## config.mk

```make
export PLATFORM = sky130hd
export DESIGN_NAME = modular_arithmetic_unit_core
export DESIGN_NICKNAME = d
export VERILOG_FILES = /design/src/rtl/mau_pkg.sv /design/src/rtl/modular_arithmetic_unit_core.sv /design/src/rtl/mau_modred.sv
export SDC_FILE = /design/constraint.sdc
export NUM_CORES = 2
export LEC_CHECK = 0
export BUFFER_PORTS_ARGS = -buffer_cell sky130_fd_sc_hd__buf_2
export CAP_MARGIN = 5
export CORE_MARGIN = 2
export CORE_UTILIZATION = 35
export CTS_BUF_LIST = sky130_fd_sc_hd__clkbuf_4 sky130_fd_sc_hd__clkbuf_8
export CTS_CLUSTER_DIAMETER = 30
export CTS_CLUSTER_SIZE = 25
export DETAILED_ROUTE_END_ITERATION = 8
export GPL_ROUTABILITY_DRIVEN = 0
export PLACE_DENSITY_LB_ADDON = 0.12
export SYNTH_ARGS = -nofsm -noshare
export SYNTH_HDL_FRONTEND = slang
export SYNTH_SLANG_ARGS = --single-unit
```

## constraint.sdc

```tcl
create_clock -name clock -period 12.6 [get_ports clock]
set_input_delay 0.63 -clock clock [delete_from_list [all_inputs] [get_ports clock]]
set_output_delay 0.63 -clock clock [all_outputs]
set_load 0.1 [all_outputs]
```

## src/rtl/mau_pkg.sv

```systemverilog
// Shared types and constants for the modular arithmetic unit.
// No dependencies; used by modular_arithmetic_unit_core and mau_modred.
package mau_pkg;

   localparam int unsigned RES_W   = 31;
   localparam int unsigned RED_BITS = 64;
   localparam logic [30:0] MODULUS_RESET = 31'd1000000007;

   typedef enum logic [2:0] {
      OP_REDUCE   = 3'd0,
      OP_ADD      = 3'd1,
      OP_SUB      = 3'd2,
      OP_NEGATE   = 3'd3,
      OP_MULTIPLY = 3'd4,
      OP_POWER    = 3'd5,
      OP_INVERSE  = 3'd6,
      OP_DIVIDE   = 3'd7
   } op_type;

   typedef enum logic [3:0] {
      ST_IDLE,
      ST_RED_A,
      ST_RED_B,
      ST_DISPATCH,
      ST_RED_SUM,
      ST_POW,
      ST_MUL,
      ST_MUL_LOAD,
      ST_MUL_RED,
      ST_FINISH
   } state_type;

   typedef enum logic [1:0] {
      SEL_PLAIN,
      SEL_DIV,
      SEL_ACC,
      SEL_BASE
   } mul_sel_type;

   typedef struct packed {
      logic        done;
      logic [30:0] remainder;
   } red_status_type;

endpackage

```

## src/rtl/modular_arithmetic_unit_core.sv

```systemverilog
// Top level of the modular arithmetic unit: sequencer, operand registers,
// shared multiplier and one mau_modred reducer. Uses mau_pkg.
//
// Usage:
//   req channel: tuser = opcode, tdata = operand_a (signed) then operand_b.
//   rsp channel: tdata = result residue, tuser = inverse-of-zero flag.
//   csr channel: writes the 31-bit modulus; a value of 0 acts as 1. Write it
//   only while no request is in flight.
//   One request at a time: req_tready is high only while the sequencer idles.
//   Every request reduces operand_a, then operand_b; add and sub then reduce
//   the sum once more, and multiply forms one modular product. Power, inverse and divide
//   run one square-and-multiply round per exponent bit; each modular product
//   is a multiply, a load and a reduction, and a round is a square, preceded
//   by a multiply into the accumulator when the bit is set; divide adds one
//   product to inverse. The reducer works one remainder bit per cycle.
//   The result sits in an output register; the next request is taken while it
//   waits, and a stalled receiver holds the sequencer only at its final step.
//   Reset clears the sequencer and output valid and loads modulus 1000000007.
module modular_arithmetic_unit_core #(
   parameter int unsigned EXPONENT_BITS = 64
) (
   input  logic         clock,
   input  logic         reset,
   input  logic         req_tvalid,
   output logic         req_tready,
   input  logic [127:0] req_tdata,   // [63:0] operand_a, [127:64] operand_b
   input  logic [2:0]   req_tuser,   // [2:0] opcode
   output logic         rsp_tvalid,
   input  logic         rsp_tready,
   output logic [31:0]  rsp_tdata,   // [30:0] result, [31] zero
   output logic [0:0]   rsp_tuser,   // [0] inverse_of_zero
   input  logic         csr_valid,
   output logic         csr_ready,
   input  logic [30:0]  csr_wdata
);
   localparam int unsigned EXP_W = (EXPONENT_BITS > 31) ? EXPONENT_BITS : 31;

   mau_pkg::state_type      state_ff, state_in;
   mau_pkg::op_type         opcode_ff, opcode_in;
   mau_pkg::mul_sel_type    msel_ff, msel_in;
   logic [30:0]             modulus_ff;
   logic [63:0]             a_raw_ff, a_raw_in, b_raw_ff, b_raw_in;
   logic [30:0]             a_ff, a_in, b_ff, b_in;
   logic [30:0]             base_ff, base_in, acc_ff, acc_in, res_ff, res_in;
   logic [EXP_W-1:0]        exp_ff, exp_in;
   logic [61:0]             prod_ff, prod_in;
   logic                    flag_ff, flag_in;
   logic                    rsp_valid_ff, rsp_valid_in;
   logic [30:0]             rsp_res_ff, rsp_res_in;
   logic                    rsp_flag_ff, rsp_flag_in;

   logic [30:0]             m_eff, one_mod;
   logic [63:0]             req_a, req_mag;
   logic                    red_start;
   logic [63:0]             red_value;
   mau_pkg::red_status_type red_status;
   logic [30:0]             mul_x, mul_y;

   assign m_eff   = (modulus_ff == '0) ? 31'd1 : modulus_ff;
   assign one_mod = (m_eff == 31'd1) ? 31'd0 : 31'd1;
   assign req_a   = req_tdata[63:0];
   assign req_mag = req_a[63] ? (~req_a + 64'd1) : req_a;

   mau_modred u_red (
      .clock   (clock),
      .reset   (reset),
      .start   (red_start),
      .value   (red_value),
      .modulus (m_eff),
      .status  (red_status)
   );

   always_ff @(posedge clock) begin
      if (reset) begin
         state_ff     <= mau_pkg::ST_IDLE;
         rsp_valid_ff <= 1'b0;
         modulus_ff   <= mau_pkg::MODULUS_RESET;
      end else begin
         state_ff     <= state_in;
         rsp_valid_ff <= rsp_valid_in;
         if (csr_valid) begin
            modulus_ff <= csr_wdata;
         end
      end
      opcode_ff   <= opcode_in;
      msel_ff     <= msel_in;
      a_raw_ff    <= a_raw_in;
      b_raw_ff    <= b_raw_in;
      a_ff        <= a_in;
      b_ff        <= b_in;
      base_ff     <= base_in;
      acc_ff      <= acc_in;
      res_ff      <= res_in;
      exp_ff      <= exp_in;
      prod_ff     <= prod_in;
      flag_ff     <= flag_in;
      rsp_res_ff  <= rsp_res_in;
      rsp_flag_ff <= rsp_flag_in;
   end

   always_comb begin
      unique case (msel_ff)
         mau_pkg::SEL_PLAIN: begin mul_x = a_ff;    mul_y = b_ff;    end
         mau_pkg::SEL_DIV:   begin mul_x = a_ff;    mul_y = acc_ff;  end
         mau_pkg::SEL_ACC:   begin mul_x = acc_ff;  mul_y = base_ff; end
         default:            begin mul_x = base_ff; mul_y = base_ff; end
      endcase
   end

   always_comb begin
      state_in     = state_ff;
      opcode_in    = opcode_ff;
      msel_in      = msel_ff;
      a_raw_in     = a_raw_ff;
      b_raw_in     = b_raw_ff;
      a_in         = a_ff;
      b_in         = b_ff;
      base_in      = base_ff;
      acc_in       = acc_ff;
      res_in       = res_ff;
      exp_in       = exp_ff;
      prod_in      = prod_ff;
      flag_in      = flag_ff;
      rsp_valid_in = rsp_valid_ff;
      rsp_res_in   = rsp_res_ff;
      rsp_flag_in  = rsp_flag_ff;
      red_start    = 1'b0;
      red_value    = '0;

      if (rsp_valid_ff && rsp_tready) begin
         rsp_valid_in = 1'b0;
      end

      unique case (state_ff)
         mau_pkg::ST_IDLE: begin
            if (req_tvalid) begin
               opcode_in = mau_pkg::op_type'(req_tuser);
               a_raw_in  = req_a;
               b_raw_in  = req_tdata[127:64];
               flag_in   = 1'b0;
               red_start = 1'b1;
               red_value = req_mag;
               state_in  = mau_pkg::ST_RED_A;
            end
         end
         mau_pkg::ST_RED_A: begin
            if (red_status.done) begin
               // fold the sign back in: a negative value maps to m - |a| mod m
               if (a_raw_ff[63] && (red_status.remainder != '0)) begin
                  a_in = m_eff - red_status.remainder;
               end else begin
                  a_in = red_status.remainder;
               end
               red_start = 1'b1;
               red_value = b_raw_ff;
               state_in  = mau_pkg::ST_RED_B;
            end
         end
         mau_pkg::ST_RED_B: begin
            if (red_status.done) begin
               b_in     = red_status.remainder;
               state_in = mau_pkg::ST_DISPATCH;
            end
         end
         mau_pkg::ST_DISPATCH: begin
            unique case (opcode_ff)
               mau_pkg::OP_REDUCE: begin
                  res_in   = a_ff;
                  state_in = mau_pkg::ST_FINISH;
               end
               mau_pkg::OP_ADD: begin
                  red_start = 1'b1;
                  red_value = 64'({1'b0, a_ff} + {1'b0, b_ff});
                  state_in  = mau_pkg::ST_RED_SUM;
               end
               mau_pkg::OP_SUB: begin
                  red_start = 1'b1;
                  red_value = 64'({1'b0, a_ff} + {1'b0, m_eff} - {1'b0, b_ff});
                  state_in  = mau_pkg::ST_RED_SUM;
               end
               mau_pkg::OP_NEGATE: begin
                  res_in   = (a_ff == '0) ? '0 : (m_eff - a_ff);
                  state_in = mau_pkg::ST_FINISH;
               end
               mau_pkg::OP_MULTIPLY: begin
                  msel_in  = mau_pkg::SEL_PLAIN;
                  state_in = mau_pkg::ST_MUL;
               end
               mau_pkg::OP_POWER: begin
                  base_in  = a_ff;
                  acc_in   = one_mod;
                  exp_in   = EXP_W'(b_raw_ff[EXPONENT_BITS-1:0]);
                  state_in = mau_pkg::ST_POW;
               end
               mau_pkg::OP_INVERSE: begin
                  if (a_ff == '0) begin
                     flag_in  = 1'b1;
                     res_in   = '0;
                     state_in = mau_pkg::ST_FINISH;
                  end else begin
                     base_in  = a_ff;
                     acc_in   = one_mod;
                     exp_in   = EXP_W'(m_eff - 31'd2);
                     state_in = mau_pkg::ST_POW;
                  end
               end
               default: begin
                  if (b_ff == '0) begin
                     flag_in  = 1'b1;
                     res_in   = '0;
                     state_in = mau_pkg::ST_FINISH;
                  end else begin
                     base_in  = b_ff;
                     acc_in   = one_mod;
                     exp_in   = EXP_W'(m_eff - 31'd2);
                     state_in = mau_pkg::ST_POW;
                  end
               end
            endcase
         end
         mau_pkg::ST_RED_SUM: begin
            if (red_status.done) begin
               res_in   = red_status.remainder;
               state_in = mau_pkg::ST_FINISH;
            end
         end
         mau_pkg::ST_POW: begin
            priority if (exp_ff == '0) begin
               if (opcode_ff == mau_pkg::OP_DIVIDE) begin
                  msel_in  = mau_pkg::SEL_DIV;
                  state_in = mau_pkg::ST_MUL;
               end else begin
                  res_in   = acc_ff;
                  state_in = mau_pkg::ST_FINISH;
               end
            end else if (exp_ff[0]) begin
               msel_in  = mau_pkg::SEL_ACC;
               state_in = mau_pkg::ST_MUL;
            end else begin
               msel_in  = mau_pkg::SEL_BASE;
               state_in = mau_pkg::ST_MUL;
            end
         end
         mau_pkg::ST_MUL: begin
            prod_in  = 62'(mul_x) * 62'(mul_y);
            state_in = mau_pkg::ST_MUL_LOAD;
         end
         mau_pkg::ST_MUL_LOAD: begin
            red_start = 1'b1;
            red_value = 64'(prod_ff);
            state_in  = mau_pkg::ST_MUL_RED;
         end
         mau_pkg::ST_MUL_RED: begin
            if (red_status.done) begin
               unique case (msel_ff)
                  mau_pkg::SEL_ACC: begin
                     acc_in   = red_status.remainder;
                     msel_in  = mau_pkg::SEL_BASE;
                     state_in = mau_pkg::ST_MUL;
                  end
                  mau_pkg::SEL_BASE: begin
                     base_in  = red_status.remainder;
                     exp_in   = exp_ff >> 1;
                     state_in = mau_pkg::ST_POW;
                  end
                  default: begin
                     res_in   = red_status.remainder;
                     state_in = mau_pkg::ST_FINISH;
                  end
               endcase
            end
         end
         default: begin
            // hold until the output register is free
            if (!rsp_valid_ff || rsp_tready) begin
               rsp_valid_in = 1'b1;
               rsp_res_in   = res_ff;
               rsp_flag_in  = flag_ff;
               state_in     = mau_pkg::ST_IDLE;
            end
         end
      endcase
   end

   assign req_tready = (state_ff == mau_pkg::ST_IDLE);
   assign csr_ready  = 1'b1;
   assign rsp_tvalid = rsp_valid_ff;
   assign rsp_tdata  = {1'b0, rsp_res_ff};
   assign rsp_tuser  = rsp_flag_ff;

endmodule

```

## src/rtl/mau_modred.sv

```systemverilog
// Bit-serial restoring reducer: 64-bit value mod a 31-bit modulus.
// One bit per cycle; done pulses once all 64 bits are shifted in. Uses mau_pkg.
module mau_modred (
   input  logic                    clock,
   input  logic                    reset,
   input  logic                    start,
   input  logic [63:0]             value,
   input  logic [30:0]             modulus,
   output mau_pkg::red_status_type status
);
   localparam int unsigned CNT_W = $clog2(mau_pkg::RED_BITS);

   logic              busy_ff, busy_in;
   logic              done_ff, done_in;
   logic [63:0]       val_ff, val_in;
   logic [30:0]       rem_ff, rem_in;
   logic [CNT_W-1:0]  cnt_ff, cnt_in;
   logic [31:0]       trial;

   always_ff @(posedge clock) begin
      if (reset) begin
         busy_ff <= 1'b0;
         done_ff <= 1'b0;
      end else begin
         busy_ff <= busy_in;
         done_ff <= done_in;
      end
      val_ff <= val_in;
      rem_ff <= rem_in;
      cnt_ff <= cnt_in;
   end

   always_comb begin
      busy_in = busy_ff;
      done_in = 1'b0;
      val_in  = val_ff;
      rem_in  = rem_ff;
      cnt_in  = cnt_ff;
      trial   = {rem_ff, val_ff[63]};
      if (start) begin
         busy_in = 1'b1;
         val_in  = value;
         rem_in  = '0;
         cnt_in  = '0;
      end else if (busy_ff) begin
         // shift in the next bit, subtract once if it overflows the modulus
         if (trial >= {1'b0, modulus}) begin
            rem_in = 31'(trial - {1'b0, modulus});
         end else begin
            rem_in = trial[30:0];
         end
         val_in = {val_ff[62:0], 1'b0};
         cnt_in = cnt_ff + 1'b1;
         if (cnt_ff == CNT_W'(mau_pkg::RED_BITS - 1)) begin
            busy_in = 1'b0;
            done_in = 1'b1;
         end
      end
   end

   assign status.done      = done_ff;
   assign status.remainder = rem_ff;

endmodule

```

# After elaboration in Yosys (flattened, before gate mapping)
# Index checks and enable logic that the tools add are counted.
# op_classes
addsub,9
multipliers,1
div,0
magnitude_cmp,1
eq_ne,40
shift,0
muxes,77
n_bitwise,3
n_reduce_logical,37
# op_table
cell,n
31-bit two-way mux,19
64-bit two-way mux,9
64-bit case mux with 2 select lines,2
64-bit case mux with 4 select lines,1
31-bit case mux with 2 select lines,4
31-bit case mux with 4 select lines,2
64-bit case mux with 3 select lines,1
31-bit case mux with 3 select lines,2
31-bit zero test,3
31-bit subtractor,3
31-bit by 31-bit adder with 32-bit output,2
64-bit by 1-bit adder with 64-bit output (second input constant),1
64-bit zero test,1
64-bit NOT,1
31-bit by 31-bit multiplier with 62-bit output,1
4-bit two-way mux,10
4-bit case mux with 9 select lines,1
32-bit by 31-bit subtractor with 33-bit output,1
32-bit by 31-bit >= comparator with 1-bit output,1
31-bit by 2-bit subtractor with 32-bit output (second input constant),1
31-bit by 1-bit equality test with 1-bit output (second input constant),1
31-bit nonzero test,1
4-bit case mux with 5 select lines,1
6-bit AND reduction,3
43 further kinds,96
# totals
reg_bits,586
latch_bits,0
ram_bits,0
romBits,0
in_bits,167
out_inout_bits,36
elab_cells,190
mem_count,0

# Depth between registers and ports, before layout
# logic_depth
ltp_word,7
depth_mapped,34
ltp_nobuf,29

# Cells and area by module
# From an unflattened synthesis, not the netlist that was laid out.
# hier_totals
hier_cells,7160
hier_area_um2,65207.5
# modules_own_cells
module,instances,cells_per_inst,area_per_inst_um2,seq_area_each_um2
modular_arithmetic_unit_core,1,6546,58985.3,12251.8
mau_modred,1,614,6222.2,2702.6

# Least setup slack after synthesis
# Ideal clock, no wire load.
# synth_path
kind,reg-to-reg
from,reg msel_ff[0]
to,"reg prod_ff[59], data pin"
setup_time_ps,258
arrival_ps,8593
required_time_ps,12342
setup_slack_ps,3749
path_stages_with_launch,33
n_path_buf,5
synth_period_minus_slack_ps,8851
cell_sequence,edfxtp_1 clkbuf_1 buf_1 mux2i_1 a21o_1 clkbuf_1 buf_1 nor2_1 fa_1 inv_1 fa_1 inv_1 fa_1 inv_1 fa_1 inv_1 fa_1 fa_1 fa_1 fa_1 ha_1 clkbuf_1 inv_1 nor4_1 nand2_1 a211oi_1 o21ba_2 a31oi_1 o211a_1 a21oi_1 a311o_1 a21oi_1 xnor2_1
# synth_between
elab_chain_len,4
elab_cells_between_ends,7
cone_classes,1 x mul; 2 x eq/ne; 2 x mux; 2 x reduce/logical
# synth_rtl
element,line,source
start: declaration,modular_arithmetic_unit_core.sv:40,"mau_pkg::mul_sel_type msel_ff, msel_in;"
start signal: assignment,modular_arithmetic_unit_core.sv:86,msel_ff <= msel_in;
2-bit by 1-bit equality test with 1-bit output / 2-bit zero test (equally long branches),modular_arithmetic_unit_core.sv:102,unique case (msel_ff)
2-bit OR reduction (no source line),--,
31-bit case mux with 2 select lines,modular_arithmetic_unit_core.sv:102,
31-bit by 31-bit multiplier with 62-bit output (*),modular_arithmetic_unit_core.sv:245,prod_in = 62'(mul_x) * 62'(mul_y);
end signal: assignment,modular_arithmetic_unit_core.sv:95,prod_ff <= prod_in;
end: declaration,modular_arithmetic_unit_core.sv:46,"logic [61:0] prod_ff, prod_in;"
# Every way passes the cells marked *; elsewhere a longest branch is shown, timed or not.
# A chain may end at the register's enable or synchronous reset.

# Final worst setup path
# layout_path
from,reg msel_ff[1]
to,"reg prod_ff[46], data pin"
# Same word-level chain as after synthesis.

==> impl_metrics.ini <==
[run_status]
outcome = complete, no violations

[die]
core_mm2 = 0.181
fp.dieW_um = 431
die_area_mm2 = 0.186
row_count = 156
io_pins = 203
chipHeight_um = 431
initial_core_util_pct = 35.3

[grt]
grt_pass1_wl_mm = 391
grt_max_degree = 90
grt_antenna_before_repair = 22
grtUsageTotal_pct = 29.2
grt-ovfl-total = 0
grt_pass1_vias = 54900

[critical_path]
crit_arrival_ns = 10.67
slowest_stage = edfxtp_1
worstPathRequired_ns = 13.21
cp_max_fo = 83
rr_endpoint = prod_ff[46]$_DFFE_PP_
r2r_cells = 26
crit_path_max_incr_delay_ns = 0.82
r2r_start = msel_ff[1]$_DFFE_PP_
worstSetupEndpointType = flip-flop
cp-start-kind = flip-flop
rrSetupSlack_ns = 2.54
crit_top_cell = fa_1
crit_type = reg2reg

[min_path]
hold_path_end = modulus_ff[15]$_SDFFE_PP1P_
holdCritPathClass = in2reg
worstHoldStart = csr_wdata[15]
whs_path_depth = 3

[placement]
place_area_mm2 = 0.0680
hpwl_mm = 209
io_buffers = 200

[pwr]
p_sw_share_pct = 54.2
power_frac_seq_pct = 15.5
intPower_mw = 8.96
clockPowerShare_pct = 13.4
pwr_density_cell_mw_per_mm2 = 271
leakage_nw = 32.6
vdd_drop_max_mv = 0.521
switching_power_mw = 10.6
combPwrFrac_pct = 71.1

[clock_tree]
clock_sinks = 523
cts_root_buffer = clkbuf_8
clk_latency_ns = 0.89
clk_pin_slew_worst_paths_ns = 0.06
cts_buffer_depth = 3
cts_setup_buffers = 0
numCtsBuffers = 138
cts_tree = done
htree_levels = 4

[finish]
syn2layout_area_growth_pct = 13.1
nNetsFinal = 8713
design_area_mm2 = 0.0722
drive_above_1_share_pct = 9.80
fillerInstances = 18200

[timing]
hold_viol = 0
rsz0062_at_grt = false
finalSetupTns_ns = 0
slew_headroom_pct = 6.81
fin_crit_sh_pct = 79.9
worstMarginPinSlew_ns = 1.39
period_needed_ns = 10.06
finalSetupViolCount = 0
drv_slew = 0
skew_ns = 0.0598
fmax_mhz = 99.4

[logic_synthesis]
synthDistinctLibCells = 90
syn-cell-area_mm2 = 0.0638
yosysWarnings = 0
synth_nets = 8487
ys_async_sr_fraction_pct = 0
yosys-top-cells-count = inv_1, fa_1, nor2_1
syn_area_per_cell_um2 = 9.11
synth_top_flop_cell = edfxtp_1
synth_area_leaders = fa_1, edfxtp_1, ha_1
yosysSeqAreaShare_pct = 23.4
synth_area_leader_cell = fa_1
synth_edf_count = 448
yosysMostFrequentCell = inv_1
synth.ff_latch_count = 523
syn-instance-count = 7006
yosys.area.top_type_share_pct = 27.4

[routing]
ant_nets = 0
viasPerCell = 5.57
vias = 54100
first_iter_violations = 5904
drtPass1Iterations = 7
routed_wl_mm = 272
drc = 0
wire_per_inst_um = 28.0

[job]
cap_violations = 0
[final cells by class]
class	count	area, um^2	area share (%)
sequential	523	15000	20.7
tap	2370	2970	4.11
multi-input combinational	5065	43800	60.6
clock inverter	95	1210	1.67
inverter	1034	3880	5.38
clock buffer	161	2080	2.89
antenna	12	30.0	0.0416
timing repair buffer	470	3290	4.56
[state kept, by name, indices dropped and copies added, names as in the netlist, 62 cells and up]
name	cells
u_red.val_ff	64
exp_ff	64
b_raw_ff	64
prod_ff	62
[power groups by stage]
stage	registers, mW	clock network (mW)	logic [mW]
2_1_floorplan	2.89	0	8.43
3_3_place_gp	3.06	0	13.5
3_5_place_dp	3.05	0	13.5
4_1_cts	3.02	2.66	13.6
5_1_grt	3.05	2.74	15.1
6_report	3.04	2.62	13.9
[worst max-delay path: cells and delay by family, from the launching register on]
family,cells,cell delay [ns]
xor+xnor,1,0.15
fa+ha+maj,9,4.09
compound gates,8,3.10
buf+inv,4,0.84
flops,1,0.82
simple gates,4,0.75
[cell families after synthesis]
logic type | Yosys count | share of synthesized area [%]
buffers and inverters | 1418 | 8.36
flip-flops | 523 | 23.4
other | 2 | 0.0118
AND/OR/NAND/NOR | 2065 | 13.8
XOR/XNOR | 284 | 3.90
AO/OA/AOI/OAI | 1310 | 13.1
adder cells (fa/ha/maj) | 1314 | 36.0
multiplexers | 90 | 1.42
[per-layer routing]
metal  GRT usage [%]  wire length (um)
met4            12.7             13200
met1            39.9            116000
met3            6.59             24900
met5               0                79
met2            44.2            118000
[how the worst max path moves through the flow]
stage	from	endpoint	slack, ns	cells past startpoint
2_1_floorplan	msel_ff[0]$_DFFE_PP_	prod_ff[59]$_DFFE_PP_	3.75	32
3_3_place_gp	msel_ff[1]$_DFFE_PP_	prod_ff[60]$_DFFE_PP_	2.66	27
3_5_place_dp	msel_ff[1]$_DFFE_PP_	prod_ff[58]$_DFFE_PP_	2.64	27
4_1_cts	msel_ff[1]$_DFFE_PP_	prod_ff[58]$_DFFE_PP_	2.67	27
5_1_grt	msel_ff[1]$_DFFE_PP_	prod_ff[46]$_DFFE_PP_	2.04	26
6_report	msel_ff[1]$_DFFE_PP_	prod_ff[46]$_DFFE_PP_	2.54	26
[cells in the final DEF (no fill, tap or decap), types with 19 or more instances in the layout]
| cell type | netlist | final |
|---|---|---|
| edfxtp_1 | 448 | 448 |
| o22ai_1 | 21 | 21 |
| a21oi_1 | 354 | 335 |
| ha_1 | 442 | 442 |
| nor3_1 | 52 | 49 |
| inv_1 | 1031 | 1030 |
| and3_1 | 26 | 25 |
| o21ai_1 | 25 | 25 |
| dfxtp_1 | 75 | 74 |
| bufinv_16 | 0 | 20 |
| clkbuf_4 | 0 | 21 |
| a222oi_1 | 66 | 66 |
| clkbuf_8 | 0 | 140 |
| fa_1 | 872 | 872 |
| and2_1 | 24 | 23 |
| o21a_1 | 34 | 32 |
| a22oi_1 | 33 | 33 |
| nand2b_1 | 55 | 54 |
| a211oi_1 | 21 | 21 |
| mux2i_1 | 87 | 87 |
| a221oi_1 | 19 | 19 |
| nor4_1 | 55 | 53 |
| clkinv_2 | 0 | 24 |
| o21ai_0 | 317 | 308 |
| nor2b_1 | 35 | 33 |
| or3_1 | 21 | 21 |
| nor2_1 | 832 | 830 |
| buf_2 | 3 | 200 |
| xor2_1 | 90 | 90 |
| dlygate4sd3_1 | 0 | 91 |
| o211ai_1 | 26 | 26 |
| a31oi_1 | 85 | 85 |
| nand4_1 | 38 | 38 |
| o21bai_1 | 34 | 34 |
| xnor2_1 | 194 | 194 |
| nand2_1 | 822 | 820 |
| buf_4 | 2 | 176 |
| a21o_1 | 145 | 144 |
| nand3_1 | 50 | 50 |
| o31ai_1 | 36 | 36 |
[repair_timing]
action                    in CTS  in global routing
hold endpoints to repair      91                  0
gates resized for setup        0                  0
hold buffers                  91                  0
[per-stage QoR]
stage	std cells	setup WS [ns]	power [mW]	util, %	hold WS [ns]
3_3_place_gp	9371	2.66	16.6	37.6	0.402
4_1_cts	9718	2.67	19.3	39.9	0.00316
3_5_place_dp	9371	2.64	16.5	37.6	0.405
6_report	9730	2.54	19.6	39.9	0.0628
2_1_floorplan	7006	3.75	11.3	-	0.400
5_1_grt	9721	2.04	20.9	39.9	0.0355
(Power assumes the default switching activity.)
